### config.mk
export PLATFORM = sky130hd
export DESIGN_NAME = calendar_date_add_and_serial
export DESIGN_NICKNAME = d
export VERILOG_FILES = /design/src/hw/rtl/cdate_pkg.sv /design/src/hw/rtl/calendar_date_add_and_serial.sv
export SDC_FILE = /design/constraint.sdc
export NUM_CORES = 1
export LEC_CHECK = 0
export ABC_AREA = 0
export BUFFER_PORTS_ARGS = -buffer_cell sky130_fd_sc_hd__buf_2
export CORE_MARGIN = 3
export CORE_UTILIZATION = 30
export CTS_CLUSTER_SIZE = 20
export DETAILED_ROUTE_END_ITERATION = 6
export SLEW_MARGIN = 0
export SYNTH_ARGS = -nofsm -noshare
export SYNTH_HDL_FRONTEND = slang
export SYNTH_SLANG_ARGS = --single-unit
### constraint.sdc
create_clock -name clk -period 7.3 [get_ports clk]
set_input_delay 1.825 -clock clk [delete_from_list [all_inputs] [get_ports clk]]
set_output_delay 1.825 -clock clk [all_outputs]
set_load 0.005 [all_outputs]
### src/hw/rtl/cdate_pkg.sv
`timescale 1ns / 1ps
// cdate_pkg: types, constants, microprogram and calendar tables for the date adder.
// No dependencies. Used by calendar_date_add_and_serial.
package cdate_pkg;

  localparam int ACC_W = 21;
  localparam int YR_W  = 13;
  localparam int CNT_W = 5;
  localparam int PC_W  = 4;
  localparam int K_W   = 18;

  localparam logic [1:0] ST_OK       = 2'd0;
  localparam logic [1:0] ST_BAD_DATE = 2'd1;
  localparam logic [1:0] ST_OVERFLOW = 2'd2;

  localparam logic [PC_W-1:0] PC_DONE = 4'd13;

  typedef enum logic [3:0] {
    UOP_DIV,
    UOP_CHECK,
    UOP_MUL365,
    UOP_ADDLEAP,
    UOP_ADDMON,
    UOP_SERIAL,
    UOP_SUB,
    UOP_RANGE,
    UOP_MONTH,
    UOP_FINISH,
    UOP_DONE
  } uop_t;

  typedef enum logic [1:0] {
    KS_400,
    KS_100,
    KS_4,
    KS_1
  } ksel_t;

  typedef struct packed {
    uop_t            op;
    ksel_t           ksel;
    logic [PC_W-1:0] tgt;
  } uword_t;

  // Control store. tgt is taken when the step's condition holds, else pc + 1.
  function automatic uword_t ucode(input logic [PC_W-1:0] pc);
    uword_t w;
    case (pc)
      4'd0:    w = '{UOP_DIV,     KS_400, 4'd0};
      4'd1:    w = '{UOP_CHECK,   KS_400, PC_DONE};
      4'd2:    w = '{UOP_MUL365,  KS_400, 4'd0};
      4'd3:    w = '{UOP_ADDLEAP, KS_400, 4'd0};
      4'd4:    w = '{UOP_ADDMON,  KS_400, 4'd0};
      4'd5:    w = '{UOP_SERIAL,  KS_400, 4'd0};
      4'd6:    w = '{UOP_SUB,     KS_400, 4'd6};
      4'd7:    w = '{UOP_SUB,     KS_100, 4'd7};
      4'd8:    w = '{UOP_SUB,     KS_4,   4'd8};
      4'd9:    w = '{UOP_SUB,     KS_1,   4'd9};
      4'd10:   w = '{UOP_RANGE,   KS_400, PC_DONE};
      4'd11:   w = '{UOP_MONTH,   KS_400, 4'd11};
      4'd12:   w = '{UOP_FINISH,  KS_400, 4'd0};
      default: w = '{UOP_DONE,    KS_400, PC_DONE};
    endcase
    return w;
  endfunction

  function automatic logic [K_W-1:0] k_days(input ksel_t k);
    logic [K_W-1:0] v;
    case (k)
      KS_400:  v = 18'd146097;
      KS_100:  v = 18'd36524;
      KS_4:    v = 18'd1461;
      default: v = 18'd365;
    endcase
    return v;
  endfunction

  function automatic logic [CNT_W-1:0] k_cap(input ksel_t k);
    logic [CNT_W-1:0] v;
    case (k)
      KS_100:  v = 5'd3;
      KS_1:    v = 5'd3;
      default: v = 5'd31;
    endcase
    return v;
  endfunction

  function automatic logic [8:0] k_years(input ksel_t k);
    logic [8:0] v;
    case (k)
      KS_400:  v = 9'd400;
      KS_100:  v = 9'd100;
      KS_4:    v = 9'd4;
      default: v = 9'd1;
    endcase
    return v;
  endfunction

  // floor(y / 100) for a 12-bit year: (y / 4) * 41 / 1024 is exact below 4096.
  function automatic logic [5:0] div100(input logic [11:0] y);
    logic [15:0] p;
    p = 16'(y[11:2]) * 16'd41;
    return p[15:10];
  endfunction

  function automatic logic [4:0] month_len(input logic [3:0] m, input logic leap);
    logic [4:0] v;
    case (m)
      4'd1, 4'd3, 4'd5, 4'd7, 4'd8, 4'd10, 4'd12: v = 5'd31;
      4'd4, 4'd6, 4'd9, 4'd11:                     v = 5'd30;
      4'd2:    v = leap ? 5'd29 : 5'd28;
      default: v = 5'd0;
    endcase
    return v;
  endfunction

  function automatic logic [8:0] days_before(input logic [3:0] m, input logic leap);
    logic [8:0] v;
    case (m)
      4'd1:    v = 9'd0;
      4'd2:    v = 9'd31;
      4'd3:    v = 9'd59;
      4'd4:    v = 9'd90;
      4'd5:    v = 9'd120;
      4'd6:    v = 9'd151;
      4'd7:    v = 9'd181;
      4'd8:    v = 9'd212;
      4'd9:    v = 9'd243;
      4'd10:   v = 9'd273;
      4'd11:   v = 9'd304;
      default: v = 9'd334;
    endcase
    if (leap && m > 4'd2) begin
      v = v + 9'd1;
    end
    return v;
  endfunction

endpackage

### src/hw/rtl/calendar_date_add_and_serial.sv
`timescale 1ns / 1ps
// calendar_date_add_and_serial: Gregorian date plus day count, and serial day number.
// Depends on cdate_pkg (microprogram, calendar tables, types).

// One request at a time runs through a 14-step microprogram on a single
// accumulator datapath. The start date is turned into an absolute day count
// with a closed form, the offset is added, and the sum is split back into a
// year by repeated subtraction of 400-, 100-, 4- and 1-year blocks, then into
// a month by subtracting month lengths. How long a request runs is set by the
// number of block subtractions (up to 5 + 3 + 24 + 3 at the default span) and
// month steps (up to 11). An invalid start date skips straight to the last
// step. The last step waits while an earlier result is still held in the
// output register. A new request is taken in the cycle after the result is
// loaded into the output register.
module calendar_date_add_and_serial #(
  parameter int REF_YEAR  = 1900,
  parameter int YEAR_SPAN = 256
) (
  input  logic        clk,
  input  logic        rst,
  input  logic        in_valid,
  output logic        in_ready,
  input  logic [4:0]  in_day,
  input  logic [3:0]  in_month,
  input  logic [11:0] in_year,
  input  logic [15:0] offset_days,
  output logic        out_valid,
  input  logic        out_ready,
  output logic [4:0]  res_day,
  output logic [3:0]  res_month,
  output logic [11:0] res_year,
  output logic [16:0] serial_day,
  output logic [1:0]  status
);
  import cdate_pkg::*;

  localparam int LAST_YEAR = REF_YEAR + YEAR_SPAN - 1;
  localparam int REF_Z     = REF_YEAR - 1;
  localparam int REF_BASE  = 365 * REF_Z + REF_Z / 4 - REF_Z / 100 + REF_Z / 400;
  localparam logic [ACC_W-1:0] REF_BASE_A = ACC_W'(REF_BASE);

  logic                busy;
  logic [PC_W-1:0]     pc;

  logic [4:0]          start_day;
  logic [3:0]          start_month;
  logic [11:0]         start_year;
  logic [15:0]         offset;
  logic [5:0]          yq;
  logic [5:0]          zq;
  logic                leap;
  logic [ACC_W-1:0]    acc;
  logic [YR_W-1:0]     yr;
  logic [3:0]          mo;
  logic [CNT_W-1:0]    cnt;
  logic [1:0]          c100;
  logic [CNT_W-1:0]    c4;
  logic [1:0]          c1;
  logic [16:0]         serial;
  logic [1:0]          sts;
  logic [4:0]          fday;
  logic [3:0]          fmonth;
  logic [11:0]         fyear;

  uword_t              uw;
  logic                cond;
  logic [PC_W-1:0]     pc_next;
  logic [11:0]         zy;
  logic                leap_in;
  logic                date_bad;
  logic                leap_y;
  logic [4:0]          mlen_cur;
  logic [ACC_W-1:0]    kd;
  logic [ACC_W-1:0]    ser_diff;
  logic [9:0]          yq25;
  logic                out_load;

  assign in_ready = !busy;

  always_comb begin
    uw       = ucode(pc);
    zy       = start_year - 12'd1;
    yq25     = 10'(yq) * 10'd25;
    leap_in  = (start_year[1:0] == 2'd0) && ((start_year[11:2] != yq25) || (yq[1:0] == 2'd0));
    date_bad = (start_month == 4'd0) || (start_month > 4'd12) ||
               (32'(start_year) < 32'(REF_YEAR)) || (32'(start_year) > 32'(LAST_YEAR)) ||
               (start_day == 5'd0) || (start_day > month_len(start_month, leap_in));
    // year = 400a + 100b + 4c + d + 1, so the leap test reads off the block counts
    leap_y   = (c1 == 2'd3) && ((c4 != 5'd24) || (c100 == 2'd3));
    mlen_cur = month_len(mo, leap_y);
    kd       = ACC_W'(k_days(uw.ksel));
    ser_diff = acc - REF_BASE_A;
    case (uw.op)
      UOP_CHECK: cond = date_bad;
      UOP_SUB:   cond = (acc >= kd) && (cnt != k_cap(uw.ksel));
      UOP_RANGE: cond = 32'(yr) > 32'(LAST_YEAR);
      UOP_MONTH: cond = (mo < 4'd12) && (acc >= ACC_W'(mlen_cur));
      UOP_DONE:  cond = out_valid && !out_ready;
      default:   cond = 1'b0;
    endcase
    pc_next  = cond ? uw.tgt : pc + 4'd1;
    out_load = busy && (uw.op == UOP_DONE) && !cond;
  end

  always_ff @(posedge clk) begin
    if (rst) begin
      busy      <= 1'b0;
      pc        <= '0;
      out_valid <= 1'b0;
    end else begin
      if (out_load) begin
        out_valid <= 1'b1;
      end else if (out_valid && out_ready) begin
        out_valid <= 1'b0;
      end
      if (!busy) begin
        if (in_valid) begin
          busy        <= 1'b1;
          pc          <= '0;
          start_day   <= in_day;
          start_month <= in_month;
          start_year  <= in_year;
          offset      <= offset_days;
          sts         <= ST_OK;
          serial      <= '0;
          fday        <= '0;
          fmonth      <= '0;
          fyear       <= '0;
        end
      end else begin
        pc <= pc_next;
        case (uw.op)
          UOP_DIV: begin
            yq <= div100(start_year);
            zq <= div100(zy);
          end
          UOP_CHECK: begin
            leap <= leap_in;
            if (cond) begin
              sts <= ST_BAD_DATE;
            end
          end
          UOP_MUL365: begin
            acc <= ACC_W'(zy) * ACC_W'(9'd365);
          end
          UOP_ADDLEAP: begin
            acc <= acc + ACC_W'(zy[11:2]) - ACC_W'(zq) + ACC_W'(zq[5:2]);
          end
          UOP_ADDMON: begin
            acc <= acc + ACC_W'(days_before(start_month, leap)) + ACC_W'(start_day) - ACC_W'(1);
          end
          UOP_SERIAL: begin
            serial <= ser_diff[16:0];
            acc    <= acc + ACC_W'(offset);
            yr     <= YR_W'(1);
            cnt    <= '0;
          end
          UOP_SUB: begin
            if (cond) begin
              acc <= acc - kd;
              yr  <= yr + YR_W'(k_years(uw.ksel));
              cnt <= cnt + 5'd1;
            end else begin
              cnt <= '0;
              case (uw.ksel)
                KS_100:  c100 <= cnt[1:0];
                KS_4:    c4   <= cnt;
                KS_1:    c1   <= cnt[1:0];
                default: ;
              endcase
            end
          end
          UOP_RANGE: begin
            mo <= 4'd1;
            if (cond) begin
              sts <= ST_OVERFLOW;
            end
          end
          UOP_MONTH: begin
            if (cond) begin
              acc <= acc - ACC_W'(mlen_cur);
              mo  <= mo + 4'd1;
            end
          end
          UOP_FINISH: begin
            fday   <= acc[4:0] + 5'd1;
            fmonth <= mo;
            fyear  <= yr[11:0];
          end
          UOP_DONE: begin
            if (!cond) begin
              res_day    <= fday;
              res_month  <= fmonth;
              res_year   <= fyear;
              serial_day <= serial;
              status     <= sts;
              busy       <= 1'b0;
            end
          end
          default: ;
        endcase
      end
    end
  end

endmodule
==> results_dict.tcl, run 1 <==
set metrics [dict create \
    wl_per_cell_um 18.54 \
    clk_path_buf_depth 3 \
    seqPwrFrac 0.337 \
    cts_tree "built" \
    crit_end "acc[18]" \
    synth_area_per_cell_um2 9.953 \
    dieArea_um2 63530 \
    r2r_end "acc[18]" \
    required_ns 7.58 \
    areaGrowthSynthToFinish_pct 12.45 \
    powerDensity_nw_per_um2 202.8 \
    r2r_slack_ns 0.59 \
    overflow 0 \
    die_h_um 252.1 \
    dp_hpwl_mm 39.70 \
    critPathLaunch "start_year[2]" \
    viasPerCell 5.226 \
    yosysWarnings 0 \
    swShare 0.3238 \
    wl_mm 50.03 \
    syn_area_um2 18160 \
    p_sw_mw 1.342 \
    cts_resized 0 \
    period_needed_ns 6.709 \
    async_flop_share 0 \
    r2r_start "start_year[2]" \
    pwr-share-comb 0.338 \
    achievable-frequency_mhz 149.1 \
    postCtsSetupRepairBufs 0 \
    synth_top_flop_cell "edfxtp_1" \
    path_cells "nor4_1, nand2_1, or4_1, xnor2_1, ha_1, fa_1, fa_1, fa_1, ha_1, and2_1, a22o_1, a311o_1, o311ai_0, a21oi_1, xnor2_1, nor2_1, a2111o_1" \
    synth_enable_flop_cells 182 \
    postCtsHoldBufs 0 \
    grt_start_max_net_pins 41 \
    core_area_um2 59460 \
    rsz0062_at_grt "false" \
    fillers 5993 \
    start_util 0.3055 \
    grt_pass1_vias 14099 \
    hold_viol 0 \
    cp_max_fo 9 \
    crit_path_max_incr_delay_ns 0.54 \
    critPathArrivalTime_ns 6.99 \
    synth_cells 1825 \
    drtIter0Drc 1123 \
    p_leak_nw 8.739 \
    place_congestion 0.9247 \
    dp_slack_ns 0.6045 \
    final.setup.tns_ns 0 \
    io_pins 83 \
    worst-path-buf-inv 0 \
    synth_seq_cells 207 \
    crit_family "adder cells" \
    drv_slew 0 \
    syn-num-nets 2206 \
    dpl-instance-area_um2 19530 \
    num_vias 14101 \
    ant_nets 0 \
    track_usage 0.1557 \
    violations "design-rule violations" \
    dr.pass1.iters 7 \
    outcome "finished, violations left" \
    cts-root-buf "clkbuf_16" \
    cts.sinks 207 \
    drc 2 \
    skew_ns 0.01952 \
    clk_latency_ns 0.56 \
    cts.clk_slew.worst_paths_ns 0.06 \
    holdWs_ns 0.4165 \
    finalCritPeriodShare 0.9190 \
    grt_first_pass_wirelength_mm 78.83 \
    cts_buffers 26 \
    ys_seq_area_frac 0.3284 \
    worstHoldPathType "reg2reg" \
    fin_nets 2285 \
    p_int_mw 2.801 \
    final_common_cell "ha_1" \
    die_w_um 252.1 \
    setup_viol 0 \
    fp-row-count 89 \
    portBuffers 82 \
    power.share.clock 0.324 \
    startpoint_type "flip-flop" \
    slew_headroom 0.3001 \
    slowest_stage "fa_1" \
    path_depth 17 \
    crit_path_frequent_cell "fa_1" \
    fin_area_um2 20430 \
    irDropWorstVdd_uv 150.1 \
    antenna_found_initial 3 \
    crit_path_end_kind "flip-flop" \
    drive_gt1_frac 0.08902 \
    reg2reg_depth 17 \
    max-cap-violations 0 \
    path_class "reg2reg" \
    worst_pin_slew_ns 1.050 \
    most-common-layout-cells "ha_1 (277), inv_1 (207), edfxtp_1 (182), nor2_1 (126), a21oi_1 (107)" \
    ys_types 88 \
    cts_max_level 1 \
    fin_ws_ns 0.5911 \
]
[Yosys cell counts (19+ instances only)]
master	count	area share
a21o_1	41	0.017
a21oi_1	108	0.030
and2_1	32	0.011
clkbuf_1	34	0.0070
dfxtp_1	25	0.028
edfxtp_1	182	0.30
fa_1	63	0.069
ha_1	277	0.19
inv_1	207	0.043
nand2_1	85	0.018
nand2b_1	24	0.0083
nand3_1	43	0.012
nor2_1	129	0.027
nor3_1	33	0.0091
o21ai_0	72	0.020
or3_1	19	0.0065
xnor2_1	96	0.046
xor2_1	47	0.023
[cell type report]
class                   instances  area (µm²)  area share
multi-input cells            1365       11300      0.5533
flip-flops and latches        207        5966      0.2921
well taps                     773       967.2     0.04735
inverters                     208       780.7     0.03822
clock buffers                  28       658.1     0.03222
repair buffers                 96       515.5     0.02524
clock inverters                17       226.5     0.01109
diodes                          4       10.01   0.0004900
[per-stage QoR]
step	cells	power, mW	util
after floorplan	1825	2.461	-
after detailed placement	2649	2.808	0.3285
final	2698	4.143	0.3435
after CTS	2694	4.173	0.3433
after global routing	2694	4.409	0.3433
after global placement	2649	2.774	0.3285
[cell families after synthesis]
logic type / share of synthesized area
flip-flops: 0.3284
adder cells (fa/ha/maj): 0.2602
AO/OA/AOI/OAI: 0.1528
AND/OR/NAND/NOR: 0.1263
XOR/XNOR: 0.06895
buffers and inverters: 0.05277
multiplexers: 0.01054
[registers in the layout, indices dropped and copies added (netlist names), 4 cells and up, named ones only]
register	cells
offset	16
zq	6
serial_day	17
res_year	12
start_month	4
pc	4
acc	21
uw	10
yr	13
res_month	4
fyear	12
cnt	5
serial	17
start_day	5
fday	5
res_day	5
yq	6
fmonth	4
c4	5
start_year	12
mo	4
[worst min-delay path by stage]
stage	from	endpoint	slack [ns]	depth (start not counted)
6_report	fmonth[2]	res_month[2]	0.42	0
5_1_grt	serial[13]	serial_day[13]	0.42	0
4_1_cts	serial[11]	serial_day[11]	0.42	0
3_5_place_dp	fmonth[1]	res_month[1]	0.40	0
3_3_place_gp	serial[0]	serial_day[0]	0.40	0
2_1_floorplan	fday[0]	res_day[0]	0.40	0
[layer usage]
metal  global-route usage  wire length, µm
met5                    0                0
met2               0.2575            22860
met1               0.2131            22860
met4              0.04466             1268
met3              0.02134             3040
[power by group through the flow]
| stage | Clock (mW) | Combinational (mW) | Sequential, mW |
|---|---|---|---|
| global route | 1.42 | 1.58 | 1.40 |
| finish | 1.34 | 1.40 | 1.40 |
| CTS | 1.37 | 1.40 | 1.40 |
| floorplan | 0 | 1.06 | 1.41 |
| detailed placement | 0 | 1.39 | 1.42 |
| global placement | 0 | 1.35 | 1.42 |
No activity file was read; power rests on OpenSTA's default activity.
==> run 2: changes to the inputs <==
==> constraint.sdc (replaced) <==
create_clock -name clk -period 7.3 [get_ports clk]
set_input_delay 2.19 -clock clk [delete_from_list [all_inputs] [get_ports clk]]
set_output_delay 2.19 -clock clk [all_outputs]
set_load 0.005 [all_outputs]
==> results_dict.tcl, run 2 (same netlist as run 1, synthesis figures left out) <==
set metrics [dict create \
    outcome "finished clean" \
    cts_buffers 25 \
    max-cap-violations 0 \
    top_register "acc" \
    clk_latency_ns 0.57 \
    postCtsSetupRepairBufs 0 \
    required_ns 7.61 \
    rsz0062_at_grt "false" \
    finalCritPeriodShare 0.9172 \
    grt_first_pass_wirelength_mm 78.42 \
    crit_path_max_incr_delay_ns 0.54 \
    fin_nets 2284 \
    cts_resized 0 \
    clk_path_buf_depth 3 \
    slew_headroom 0.2951 \
    overflow 0 \
    cts.sinks 207 \
    drtIter0Drc 1072 \
    setup_viol 0 \
    drv_slew 0 \
    core_area_um2 59460 \
    drc 0 \
    areaGrowthSynthToFinish_pct 12.21 \
    dp_hpwl_mm 39.60 \
    worstHoldPathType "reg2reg" \
    irDropWorstVdd_uv 146.5 \
    cts_tree "built" \
    wl_per_cell_um 18.43 \
    place_congestion 0.9247 \
    num_vias 14043 \
    skew_ns 0.03051 \
    fp-row-count 89 \
    antenna_found_initial 4 \
    final_common_cell "ha_1" \
    io_pins 83 \
    cts-root-buf "clkbuf_16" \
    hold_viol 0 \
    path_class "reg2reg" \
    track_usage 0.1549 \
    postCtsHoldBufs 0 \
    fin_area_um2 20380 \
    largest_reg_flops 21 \
    startpoint_type "flip-flop" \
    grt_start_max_net_pins 41 \
    worst_pin_slew_ns 1.057 \
    dr.pass1.iters 5 \
    ant_nets 0 \
    most-common-layout-cells "ha_1 (277), inv_1 (207), edfxtp_1 (182), nor2_1 (126), a21oi_1 (107)" \
    cts.clk_slew.worst_paths_ns 0.06 \
    cp_max_fo 9 \
    dp.cells 2649 \
    dpl-instance-area_um2 19530 \
    grt_pass1_vias 13978 \
    dieArea_um2 63530 \
    cts_max_level 1 \
    crit_path_frequent_cell "fa_1" \
    drive_gt1_frac 0.08793 \
    path_cells "nor4_1, nand2_1, or4_1, xnor2_1, ha_1, fa_1, fa_1, fa_1, ha_1, and2_1, a22o_1, a311o_1, o311ai_0, a21oi_1, xnor2_1, nor2_1, a2111o_1" \
    final.setup.tns_ns 0 \
    p_leak_nw 8.714 \
    fin_util 0.3427 \
    die_h_um 252.1 \
    critPathArrivalTime_ns 7.00 \
    wl_mm 49.73 \
    powerDensity_nw_per_um2 200.6 \
    fillers 6050 \
    period_needed_ns 6.695 \
    achievable-frequency_mhz 149.4 \
    die_w_um 252.1 \
    reg.largest.list "acc: 21 flops, serial: 17 flops, serial_day: 17 flops" \
    layout.cells.non_filler 2699 \
    crit_path_end_kind "flip-flop" \
    viasPerCell 5.203 \
    power.total_mw 4.089 \
    slowest_stage "edfxtp_1" \
    portBuffers 82 \
    start_util 0.3055 \
]
[run 2: cell types whose count changed in the layout (fill, tap and decap cells not counted), sizes merged]
cell,change
clkinvlp,+1
clkinv,-3
bufinv,-2
inv,+2
clkbuf,+3
[run 2: area by class of cell]
type                    count  area (µm²)  area share
multi-input cells        1365       11300      0.5545
flip-flops and latches    207        5966      0.2927
well taps                 773       967.2     0.04746
inverters                 208       780.7     0.03831
clock buffers              31       669.4     0.03284
repair buffers             96       515.5     0.02529
clock inverters            15       170.2    0.008349
diodes                      4       10.01   0.0004911
[run 2: worst paths after layout]
path / start / depth (start not counted) / to / slack (ns)
max reg2reg: start_year[2] / 17 / acc[18] / 0.60
max: start_year[2] / 17 / acc[18] / 0.60
min: serial[11] / 0 / serial_day[11] / 0.42
min reg2reg: serial[11] / 0 / serial_day[11] / 0.42
[run 2: worst max-delay path, delay by kind of cell, from the launching register on]
kind | cells | cell delay [ns]
flip-flops | 1 | 0.54
adder cells (fa/ha/maj) | 5 | 2.33
AND/OR/NAND/NOR | 5 | 1.38
AO/OA/AOI/OAI | 5 | 1.59
XOR/XNOR | 2 | 0.61
[run 2: metrics by stage]
stage | setup WS [ns] | hold slack, ns
after detailed placement | 0.5910 | 0.4045
after global routing | 0.1097 | 0.4270
after global placement | 0.8053 | 0.4050
final | 0.6047 | 0.4163
after CTS | 0.5747 | 0.4180
after floorplan | 1.153 | 0.4003
[run 2: routing by layer]
layer / up-vias / global-route usage / share of wire
li1: 6752 / - / -
met1: 6812 / 0.2120 / 0.45
met2: 409 / 0.2545 / 0.46
met3: 70 / 0.02526 / 0.066
met4: 0 / 0.04153 / 0.026
met5: - / 0 / 0
[run 2: power breakdown]
group | switching (mW) | total, mW | internal, mW
logic | 0.794 | 1.40 | 0.609
clock network | 0.526 | 1.29 | 0.763
registers | 0.0331 | 1.40 | 1.36
total | 1.35 | 4.09 | 2.74
